==> src/hdl/drag_coefficient_root_finder_defines.svh <==
// Assertion macros shared by the root finder RTL.
`ifndef DRAG_COEFFICIENT_ROOT_FINDER_DEFINES_SVH
`define DRAG_COEFFICIENT_ROOT_FINDER_DEFINES_SVH

// Same-cycle implication, disabled while in reset.
`define DRC_ASSERT_SAME(label, clk, rstn, ante, cons, msg) \
    label: assert property (@(posedge clk) disable iff (!rstn) (ante) |-> (cons)) \
        else $error(msg);

// Next-cycle implication, disabled while in reset.
`define DRC_ASSERT_NEXT(label, clk, rstn, ante, cons, msg) \
    label: assert property (@(posedge clk) disable iff (!rstn) (ante) |=> (cons)) \
        else $error(msg);

`endif

==> src/hdl/drc_pkg.sv <==
// Types, constants and codes shared by the drag coefficient root finder.
package drc_pkg;

    localparam int ITERATION_CAP_DEFAULT = 64;

    localparam logic [30:0] APEX_GOAL_RST     = 31'd780288;
    localparam logic [15:0] CONV_LIMIT_RST    = 16'd256;
    localparam logic [6:0]  MAX_ITER_RST      = 7'd20;
    localparam logic [15:0] GRAVITY_RST       = 16'd2511;
    localparam logic [31:0] INITIAL_K_RST     = 32'd429497;

    localparam logic [31:0] SEED_DEFAULT = 32'd42949673;  // 0.01 in Q0.32
    localparam logic [63:0] LN2_Q32      = 64'd2977044472;
    localparam logic [47:0] DS_MAX       = 48'h8000_0000_0000;
    localparam logic [15:0] COS_ONE      = 16'h8000;

    localparam int CFG_IDX_W  = 3;
    localparam int CFG_DATA_W = 32;

    typedef enum logic [CFG_IDX_W-1:0] {
        REG_APEX_GOAL     = 3'd0,
        REG_CONV_LIMIT    = 3'd1,
        REG_MAX_ITER      = 3'd2,
        REG_GRAVITY       = 3'd3,
        REG_INITIAL_K     = 3'd4
    } cfg_reg_t;

    typedef struct packed {
        logic [30:0] apex_goal;
        logic [15:0] conv_limit;
        logic [6:0]  max_iter;
        logic [15:0] gravity;
    } cfg_t;

    typedef enum logic [2:0] {
        MD_ZK, MD_X, MD_L2, MD_V, MD_PROJ, MD_TGT, MD_DQ, MD_DELTA
    } md_sel_t;

    // what follows the product: a full divide or a fixed power-of-two scale
    typedef enum logic [1:0] {
        MP_DIV, MP_SHR15, MP_SHR32
    } md_post_t;

    typedef enum logic [4:0] {
        OP_NONE, OP_LOAD, OP_GEFF, OP_Y, OP_LN_SHIFT, OP_LN_INIT, OP_SQ, OP_FOLD,
        OP_DS, OP_PROJ, OP_TGT, OP_ERR, OP_KE, OP_DEN, OP_DN, OP_NEWK, OP_HALVE,
        OP_FINISH
    } dp_op_t;

    typedef struct packed {
        dp_op_t  op;
        logic    md_start;
        md_sel_t md_sel;
    } cmd_t;

    typedef struct packed {
        logic md_done;
        logic dk_zero;
        logic norm_done;
        logic sq_last;
        logic go_on;
        logic dn_pos;
    } status_t;

    typedef enum logic [4:0] {
        CS_IDLE, CS_GEFF, CS_DIST, CS_X_WAIT, CS_NORM, CS_SQ, CS_FOLD, CS_L2,
        CS_L2_WAIT, CS_V_WAIT, CS_PROJ, CS_PROJ_WAIT, CS_TGT_WAIT, CS_ERR,
        CS_CHECK, CS_KE, CS_DEN, CS_DQ, CS_DQ_WAIT, CS_DN, CS_DELTA_WAIT,
        CS_FINISH
    } ctrl_state_t;

    typedef enum logic [1:0] {
        MS_IDLE, MS_MUL, MS_CHECK, MS_DIV
    } md_state_t;

endpackage

==> src/hdl/drc_ctrl.sv <==
// Sequencer for projection, target and Newton iterations of the root finder.
module drc_ctrl import drc_pkg::*; (
    input  logic    aclk,
    input  logic    aresetn,
    input  logic    s_valid,
    output logic    s_ready,
    output logic    m_valid,
    input  logic    m_ready,
    output cmd_t    cmd,
    input  status_t status
);

    ctrl_state_t state_reg, state_next;
    logic iter_reg, iter_next;      // 0: distance feeds the projection, 1: Newton loop
    logic out_valid_reg, out_valid_next;

    always_comb begin
        state_next     = state_reg;
        iter_next      = iter_reg;
        out_valid_next = out_valid_reg && !m_ready;
        cmd.op         = OP_NONE;
        cmd.md_start   = 1'b0;
        cmd.md_sel     = MD_ZK;
        unique case (state_reg)
            CS_IDLE: begin
                if (s_valid) begin
                    cmd.op     = OP_LOAD;
                    state_next = CS_GEFF;
                end
            end
            CS_GEFF: begin
                cmd.op     = OP_GEFF;
                iter_next  = 1'b0;
                state_next = CS_DIST;
            end
            CS_DIST: begin
                cmd.md_start = 1'b1;
                if (status.dk_zero) begin
                    cmd.md_sel = MD_ZK;
                    state_next = CS_V_WAIT;
                end else begin
                    cmd.md_sel = MD_X;
                    state_next = CS_X_WAIT;
                end
            end
            CS_X_WAIT: begin
                if (status.md_done) begin
                    cmd.op     = OP_Y;
                    state_next = CS_NORM;
                end
            end
            CS_NORM: begin
                if (status.norm_done) begin
                    cmd.op     = OP_LN_INIT;
                    state_next = CS_SQ;
                end else begin
                    cmd.op = OP_LN_SHIFT;
                end
            end
            CS_SQ: begin
                cmd.op     = OP_SQ;
                state_next = CS_FOLD;
            end
            CS_FOLD: begin
                cmd.op     = OP_FOLD;
                state_next = status.sq_last ? CS_L2 : CS_SQ;
            end
            CS_L2: begin
                cmd.md_start = 1'b1;
                cmd.md_sel   = MD_L2;
                state_next   = CS_L2_WAIT;
            end
            CS_L2_WAIT: begin
                if (status.md_done) begin
                    cmd.md_start = 1'b1;
                    cmd.md_sel   = MD_V;
                    state_next   = CS_V_WAIT;
                end
            end
            CS_V_WAIT: begin
                if (status.md_done) begin
                    cmd.op     = OP_DS;
                    state_next = iter_reg ? CS_ERR : CS_PROJ;
                end
            end
            CS_PROJ: begin
                cmd.md_start = 1'b1;
                cmd.md_sel   = MD_PROJ;
                state_next   = CS_PROJ_WAIT;
            end
            CS_PROJ_WAIT: begin
                if (status.md_done) begin
                    cmd.op       = OP_PROJ;
                    cmd.md_start = 1'b1;
                    cmd.md_sel   = MD_TGT;
                    state_next   = CS_TGT_WAIT;
                end
            end
            CS_TGT_WAIT: begin
                if (status.md_done) begin
                    cmd.op     = OP_TGT;
                    iter_next  = 1'b1;
                    state_next = CS_DIST;
                end
            end
            CS_ERR: begin
                cmd.op     = OP_ERR;
                state_next = CS_CHECK;
            end
            CS_CHECK: begin
                state_next = status.go_on ? CS_KE : CS_FINISH;
            end
            CS_KE: begin
                cmd.op     = OP_KE;
                state_next = CS_DEN;
            end
            CS_DEN: begin
                cmd.op     = OP_DEN;
                state_next = CS_DQ;
            end
            CS_DQ: begin
                cmd.md_start = 1'b1;
                cmd.md_sel   = MD_DQ;
                state_next   = CS_DQ_WAIT;
            end
            CS_DQ_WAIT: begin
                if (status.md_done) begin
                    cmd.op     = OP_DN;
                    state_next = CS_DN;
                end
            end
            CS_DN: begin
                if (status.dn_pos) begin
                    cmd.md_start = 1'b1;
                    cmd.md_sel   = MD_DELTA;
                    state_next   = CS_DELTA_WAIT;
                end else begin
                    cmd.op     = OP_HALVE;
                    state_next = CS_DIST;
                end
            end
            CS_DELTA_WAIT: begin
                if (status.md_done) begin
                    cmd.op     = OP_NEWK;
                    state_next = CS_DIST;
                end
            end
            CS_FINISH: begin
                // output register must be free before it is overwritten
                if (!out_valid_reg || m_ready) begin
                    cmd.op         = OP_FINISH;
                    out_valid_next = 1'b1;
                    state_next     = CS_IDLE;
                end
            end
            default: state_next = CS_IDLE;
        endcase
    end

    always_ff @(posedge aclk) begin
        if (!aresetn) begin
            state_reg     <= CS_IDLE;
            iter_reg      <= 1'b0;
            out_valid_reg <= 1'b0;
        end else begin
            state_reg     <= state_next;
            iter_reg      <= iter_next;
            out_valid_reg <= out_valid_next;
        end
    end

    assign s_ready = (state_reg == CS_IDLE);
    assign m_valid = out_valid_reg;

endmodule

==> config.mk <==
export PLATFORM = sky130hd
export DESIGN_NAME = drc_ctrl
export DESIGN_NICKNAME = d
export VERILOG_FILES = /design/src/hdl/drag_coefficient_root_finder_defines.svh /design/src/hdl/drc_pkg.sv /design/src/hdl/drc_ctrl.sv
export SDC_FILE = /design/constraint.sdc
export NUM_CORES = 1
export LEC_CHECK = 0
export BUFFER_PORTS_ARGS = -buffer_cell sky130_fd_sc_hd__buf_4
export CORE_ASPECT_RATIO = 0.6
export CORE_MARGIN = 4
export CORE_UTILIZATION = 50
export DETAILED_ROUTE_END_ITERATION = 16
export PLACE_DENSITY = 0.73
export SYNTH_ARGS = -nofsm -noshare
export SYNTH_HDL_FRONTEND = slang
export SYNTH_SLANG_ARGS = --single-unit
==> constraint.sdc <==
create_clock -name aclk -period 1.7 [get_ports aclk]
set_input_delay 0.085 -clock aclk [delete_from_list [all_inputs] [get_ports aclk]]
set_output_delay 0.085 -clock aclk [all_outputs]
set_load 0.02 [all_outputs]
# Word level (Yosys, flattened, before mapping)
# Cells that the tools add are included.
[classes]
eq_ne = 31
n_mux = 34
n_reduce_logical = 9
[op_table]
columns = ["operator", "count"]
rows = [
  ["5-bit case mux with 21 select lines", 1],
  ["5-bit case mux with 16 select lines", 1],
  ["5-bit two-way mux", 13],
  ["5-bit by 4-bit == test with 1-bit output (second input constant)", 8],
  ["5-bit == test (second input constant)", 6],
  ["4-bit two-way mux", 7],
  ["4-bit case mux with 7 select lines", 1],
  ["5-bit by 3-bit == test with 1-bit output (second input constant)", 4],
  ["2-bit != test (second input constant)", 9],
  ["5-bit by 2-bit == test with 1-bit output (second input constant)", 2],
  ["9-bit AND reduction", 1],
  ["8-bit two-way mux", 1],
  ["1-bit two-way mux", 6],
  ["5-bit by 1-bit == test with 1-bit output (second input constant)", 1],
  ["5-bit logical NOT", 1],
  ["2-bit two-way mux", 2],
  ["3-bit two-way mux", 1],
  ["1-bit logical NOT", 2],
  ["2-bit by 1-bit != test with 1-bit output (second input constant)", 1],
  ["1-bit case mux with 2 select lines", 1],
  ["2-bit AND reduction", 1],
  ["2-bit nonzero test", 1],
  ["2-bit OR reduction", 1],
  ["1-bit logical AND", 1],
  ["1-bit logical OR", 1],
]
[word_totals]
register_bits = 7
input_bits = 10
output_inout_bits = 11
elab_cells = 77

# Depth between registers and ports, before layout
# Gate-level depths: netlist of run 1.
[depth]
ltp_word = 4
depth_mapped = 7
ltp_nobuf = 5

# Worst setup path after synthesis of run 1
# Ideal clock, no wire load.
[synth_timing]
path_kind = "register -> output"
from = "register state_reg[1]"
to = "output cmd[4] in the netlist's numbering"
arrival_time_ns = 1.497
required_ns = 1.615
setup_slack_ns = 0.118
stages_incl_launch_ff = 7
n_path_buf = 3
path_cell_list = "dfxtp_1 > buf_6 > buf_4 > buf_2 > nor3_1 > a21oi_1 > o31ai_1"
[synth_lines]
columns = ["item", "line", "text"]
rows = [
  ["start, declared", "drc_ctrl.sv:13", "ctrl_state_t state_reg, state_next;"],
  ["start signal, assigned", "drc_ctrl.sv:166", "state_reg <= state_next;"],
  ["end, declared", "drc_ctrl.sv:9", "output cmd_t cmd,"],
]

==> results of run 1 <==
==> per-stage QoR <==
step                      setup TNS, ps  instances  setup slack [ps]  area (µm²)  power, W
after global placement            -33.8        207             -16.3        1310   0.00161
after CTS                         -28.2        223             -14.9        1530   0.00209
after global routing              -1140        236              -187        1740   0.00268
final                              -433        236              -138        1740   0.00259
after floorplan                       0        161               118        1110   0.00120
after detailed placement          -77.7        207             -46.7        1310   0.00163
==> routing by layer <==
metal  track usage  share of wire  up-vias
met3        0.0838           0.17       65
met1         0.417           0.35      813
met5             0         0.0022        -
met4         0.147          0.069        2
met2         0.535           0.40      244
li1              -              -      693
==> worst reg2reg max path, stage by stage, from the launching register on <==
cell	delay (ps)
dfxtp_4	380
buf_4	150
nor2b_4	40
buf_4	150
o21ai_0	300
o211ai_4	170
buf_6	160
o31ai_2	270
==> cell type report <==
cell class                      instances  area [µm²]
Multi-Input combinational cell        132         947
Timing Repair Buffer                   62         539
Clock buffer                            4        45.0
Fill cell                              81         226
Sequential cell                         7         159
Inverter                                3        15.0
Tap cell                               28        35.0
==> repair_timing <==
action                                  4_1_cts  5_1_grt
resized for setup                            15       24
endpoints found under the setup margin       13       12
buffers inserted                             10       13
cloned                                        2        0
pin swaps                                     2        6
hold buffers                                  0        0
==> cells by family (layout without fill, tap and decap cells) <==
group | Yosys count | count (layout) | share of synthesized area
DFF | 7 | 7 | 0.127
AOI/OAI and AO/OA | 64 | 64 | 0.408
muxes | 2 | 2 | 0.0181
buffers and inverters | 22 | 69 | 0.119
and+or+nand+nor | 66 | 66 | 0.329
==> worst paths after layout <==
check                                     to  slack, ps  cells past startpoint
worst min register to register      iter_reg        530                      2
worst max register to register  state_reg[2]        -30                      7
worst max-delay path                  cmd[4]       -140                      6
worst min-delay path                 m_valid        170                      2
==> where the power goes <==
group          internal, W  total, W  switching, W
logic             0.000932   0.00202       0.00109
registers         0.000217  0.000314     0.0000968
clock network     0.000164  0.000259     0.0000946
total              0.00131   0.00259       0.00128
==> cells in the final DEF (no fill, tap or decap), types with 3 or more instances in the layout <==
cell type / netlist / routed
a21oi_1: 16 / 15
buf_4: 2 / 56
buf_6: 4 / 3
clkbuf_8: 0 / 3
dfxtp_4: 0 / 5
nand2_1: 12 / 12
nand2b_1: 6 / 6
nand3_1: 8 / 7
nand4_1: 3 / 3
nor2_1: 14 / 13
o21ai_0: 6 / 5
o21ai_1: 10 / 10
==> run_results.csv, run 1 <==
group,metric,value,unit
synthesis,synth_ff_type,"dfxtp_1",
synthesis,syn_inst,161,
die,initial_utilization,0.563,
critical_path,cp_top_family,"compound AO/OA/AOI/OAI gates",
critical_path,arrival,1750,ps
power,ir_worst_vdd,0.000935,V
critical_path,crit_path_start,"state_reg[2]",
finish,fin_nets,219,
drt,via_count,1817,
critical_path,crit_path_cell_trace,"buf_4 -> mux2i_1 -> nor3_1 -> a21oi_1 -> o31ai_1 -> buf_4",
clock_network,cts-root-buf,"clkbuf_8",
die,die_height,44.5,µm
clock_network,cts_made_buffers,3,
timing,finalSetupViolCount,9,
finish,drive_gt1_frac,0.471,
clock_network,clk_pin_slew,50,ps
timing,slew_violations,0,
drt,drt_iter0_drc,260,
critical_path,crit_fanout,6,
finish,n_antenna_cell,0,
clock_network,cts_buffer_depth,2,
timing,grt_setup_unrepaired,"yes",
critical_path,critPathSlowestCell,"dfxtp_4",
status,violations,"setup timing",
timing,finalCritPeriodShare,1.08,
synthesis,synth_commonest_cells,"a21oi_1 (16), nor2_1 (14), nand2_1 (12)",
die,core_area,1970,µm²
finish,largest_register_ffs,5,
job,max_cap_viol_count,0,
critical_path,worstReg2RegStart,"state_reg[4]",
drt,ant_nets,0,
synthesis,yosysTopAreaCell,"dfxtp_1",
drt,viasPerCell,7.70,
power,powerDensity,1490,nW/µm²
clock_network,tritoncts,"done",
synthesis,ys_ff_latch,7,
drt,drtPass1Iterations,6,
drt,wl_per_cell,25.3,µm
status,status,"finished with violations",
clock_network,cts.sinks,7,
timing,fin_ws,-138,ps
global_routing,grt_pass1_wl,7550,µm
critical_path,slowest_delay,370,ps
place,dpl.hpwl,2640,µm
synthesis,ys_top_cells_by_area,"dfxtp_1 (13%), a21oi_1 (7.2%), nor2_1 (4.7%)",
clock_network,worstSkewPairLatency,240,ps
critical_path,cp_num_buf_inv,2,
global_routing,grt.total_usage,0.332,
place,gp_congestion,0.907,
timing,hold_slack,167,ps
clock_network,htree_levels,1,
synthesis,synth.distinct_cells,49,
die,die_area,3060,µm²
synthesis,synth_edf_count,0,
critical_path,cpMostUsedCell,"buf_4",
synthesis,yosysWarnings,0,
global_routing,gr-total-overflow,0,
timing,finalClockSkew,3.22,ps
finish,areaGrowthSynthToFinish,57.2,%
timing,finalCriticalPeriod,1840,ps
synthesis,async_flop_share,0,
drt,drc,0,
finish,post-route-util,0.885,
critical_path,endpoint_kind,"output pin",
die,io_pins,21,
hold_path,hold_path_startpoint,"aresetn",
drt,drt_wl_total,5970,µm
timing,worst_pin_slew,418,ps
timing,maxSlewHeadroom,0.713,
global_routing,grt_pass1_vias,1491,
die,row_count,12,
critical_path,crit_required,1620,ps
critical_path,crit_type,"reg -> out",
synthesis,avgSynthCellArea,6.88,µm²
hold_path,hold_path.class,"in -> reg",
synthesis,synth_area,1110,µm²
critical_path,start_kind,"register",
power,p_leak,0.729,nW
synthesis,syn_nets,171,
synthesis,synthMostInstantiatedCell,"a21oi_1",
timing,hold_violations,0,
synthesis,yosys.area.top_type_share,0.127,
timing,fmax,0.544,GHz
global_routing,antenna_found_initial,1,
place,port_buffers,20,
global_routing,grt_max_degree,16,
die,die-width,68.8,µm
synthesis,seq_area_frac_synth,0.127,
No activity file was read; power rests on OpenSTA's default activity.
==> run 2: changes to the inputs <==
--- a/config.mk
+++ b/config.mk
@@ -11,6 +11,7 @@
 export CORE_UTILIZATION = 50
 export DETAILED_ROUTE_END_ITERATION = 16
 export PLACE_DENSITY = 0.73
+export RECOVER_POWER = 50
 export SYNTH_ARGS = -nofsm -noshare
 export SYNTH_HDL_FRONTEND = slang
 export SYNTH_SLANG_ARGS = --single-unit
==> run 2 against run 1 <==
The run still ends with setup timing left. Core utilization shrank 0.19 points. Global-route usage is the same. Clock skew increased by 0.80 ps. Cell area shrank 0.22%. Clock power about the same. Final cell count is the same. Register-to-register slack is essentially flat. Count of clock-buffer cells in the layout stayed put. Critical path depth unchanged. Flip-flop and latch count unchanged. Die area stayed put. Combinational power barely moved. Largest cell class unchanged.
==> run_results.csv, run 2 (same netlist as run 1, synthesis figures left out) <==
group,metric,value,unit
die,initial_utilization,0.563,
drt,wl_per_cell,25.3,µm
timing,hold_slack,163,ps
job,max_cap_viol_count,0,
place,dpl.hpwl,2640,µm
place,gp_congestion,0.907,
hold_path,hold_path.class,"in -> reg",
drt,drc,0,
critical_path,start_kind,"register",
clock_network,cts_buffer_depth,2,
clock_network,worstSkewPairLatency,240,ps
critical_path,crit_required,1620,ps
timing,maxSlewHeadroom,0.709,
timing,grt_setup_unrepaired,"yes",
clock_network,cts.sinks,7,
finish,post-route-util,0.883,
die,row_count,12,
finish,fin_nets,219,
power,clkPwrFrac,0.099,
critical_path,cp-endpoint,"cmd[4]",
drt,viasPerCell,7.77,
critical_path,crit_fanout,6,
place,place_area,1310,µm²
power,powerDensity,1490,nW/µm²
clock_network,cts-root-buf,"clkbuf_8",
die,die_height,44.5,µm
global_routing,antenna_found_initial,1,
timing,slew_violations,0,
timing,worst_pin_slew,425,ps
timing,finalClockSkew,4.02,ps
die,io_pins,21,
critical_path,r2r_end,"state_reg[4]",
clock_network,tritoncts,"done",
drt,via_count,1833,
power,switchingPower,0.00127,W
place,port_buffers,20,
power,ir_worst_vdd,0.000930,V
critical_path,endpoint_kind,"output pin",
power,power_frac_seq,0.122,
status,violations,"setup timing",
die,die-width,68.8,µm
clock_network,cts_made_buffers,3,
finish,final_cell_area,1740,µm²
drt,drt_iter0_drc,259,
critical_path,r2r_setup_slack,-40,ps
drt,drtPass1Iterations,6,
timing,finalCriticalPeriod,1850,ps
global_routing,grt_pass1_vias,1491,
critical_path,arrival,1760,ps
critical_path,crit_path_start,"state_reg[2]",
power,p_leak,0.724,nW
timing,hold_violations,0,
power,power,0.00259,W
power,power_frac_comb,0.779,
clock_network,clk_pin_slew,50,ps
finish,largest_register_ffs,5,
finish,n_antenna_cell,0,
clock_network,htree_levels,1,
critical_path,reg2reg_depth,7,
timing,finalCritPeriodShare,1.09,
drt,drt_wl_total,5980,µm
status,status,"finished with violations",
timing,fin_ws,-150,ps
global_routing,gr-total-overflow,0,
power,internal_power,0.00131,W
drt,ant_nets,0,
clock_network,ctsHoldBuffers,0,
die,core_area,1970,µm²
timing,finalSetupViolCount,7,
finish,final_common_cell,"buf_4",
critical_path,worstReg2RegStart,"state_reg[4]",
global_routing,grt_max_degree,16,
power,p_sw_frac,0.492,
timing,fmax,0.541,GHz
finish,areaGrowthSynthToFinish,56.8,%
critical_path,crit_type,"reg -> out",
die,die_area,3060,µm²
finish,drive_gt1_frac,0.466,
finish,final_cell_mix,"buf_4 (55), a21oi_1 (15), nor2_1 (13)",
global_routing,grt_pass1_wl,7550,µm
timing,tns,-473,ps
global_routing,grt.total_usage,0.332,
run 2: changes by cell type in the layout (fill, tap and decap cells not counted):
cell      change
clkbuf_1      +1
buf_4         -1
run 2: layer usage:
metal / track usage / up-vias / part of all wire
met5: 0 / - / 0
met4: 0.147 / 0 / 0.088
met3: 0.0838 / 76 / 0.17
met2: 0.535 / 254 / 0.39
met1: 0.417 / 804 / 0.35
li1: - / 699 / -
run 2: worst max-delay path, stage by stage, from the launching register on:
cell and delay (ps):
dfxtp_4 370, buf_4 140, mux2i_1 190, nor3_1 240, a21oi_1 100, o31ai_1 280
buf_4 200
run 2: per-stage QoR:
stage	worst slack, ps	cells
6_report	-150	236
5_1_grt	-187	236
4_1_cts	-14.9	223
3_5_place_dp	-46.7	207
3_3_place_gp	-16.3	207
2_1_floorplan	118	161
run 2: timing repair:
| action | CTS | global route |
|---|---|---|
| resized for setup | 15 | 24 |
| cloned | 2 | 0 |
| setup endpoints to repair | 13 | 12 |
| buffers inserted | 10 | 13 |
| pin swaps | 2 | 6 |
run 2: area by class of cell:
class	count	area, µm²
clock buffer	4	45.0
fill	83	230
inverter	3	15.0
multi-input combinational	132	947
sequential	7	159
tap	28	35.0
timing repair buffer	62	536
run 2: how the worst min path moves through the flow:
stage / endpoint / depth (start not counted) / slack (ps) / from
6_report: m_valid / 2 / 160 / aresetn
4_1_cts: m_valid / 2 / 140 / aresetn
5_1_grt: m_valid / 2 / 160 / aresetn
2_1_floorplan: m_valid / 2 / 410 / aresetn
3_5_place_dp: m_valid / 2 / 380 / aresetn
3_3_place_gp: m_valid / 2 / 370 / aresetn
run 2: power groups by stage:
stage          registers [W]  logic [W]  clock network, W
5_1_grt             0.000321    0.00209          0.000271
2_1_floorplan       0.000232   0.000963                 0
6_report            0.000315    0.00202          0.000256
4_1_cts             0.000303    0.00155          0.000243
3_3_place_gp        0.000283    0.00132                 0
3_5_place_dp        0.000284    0.00135                 0
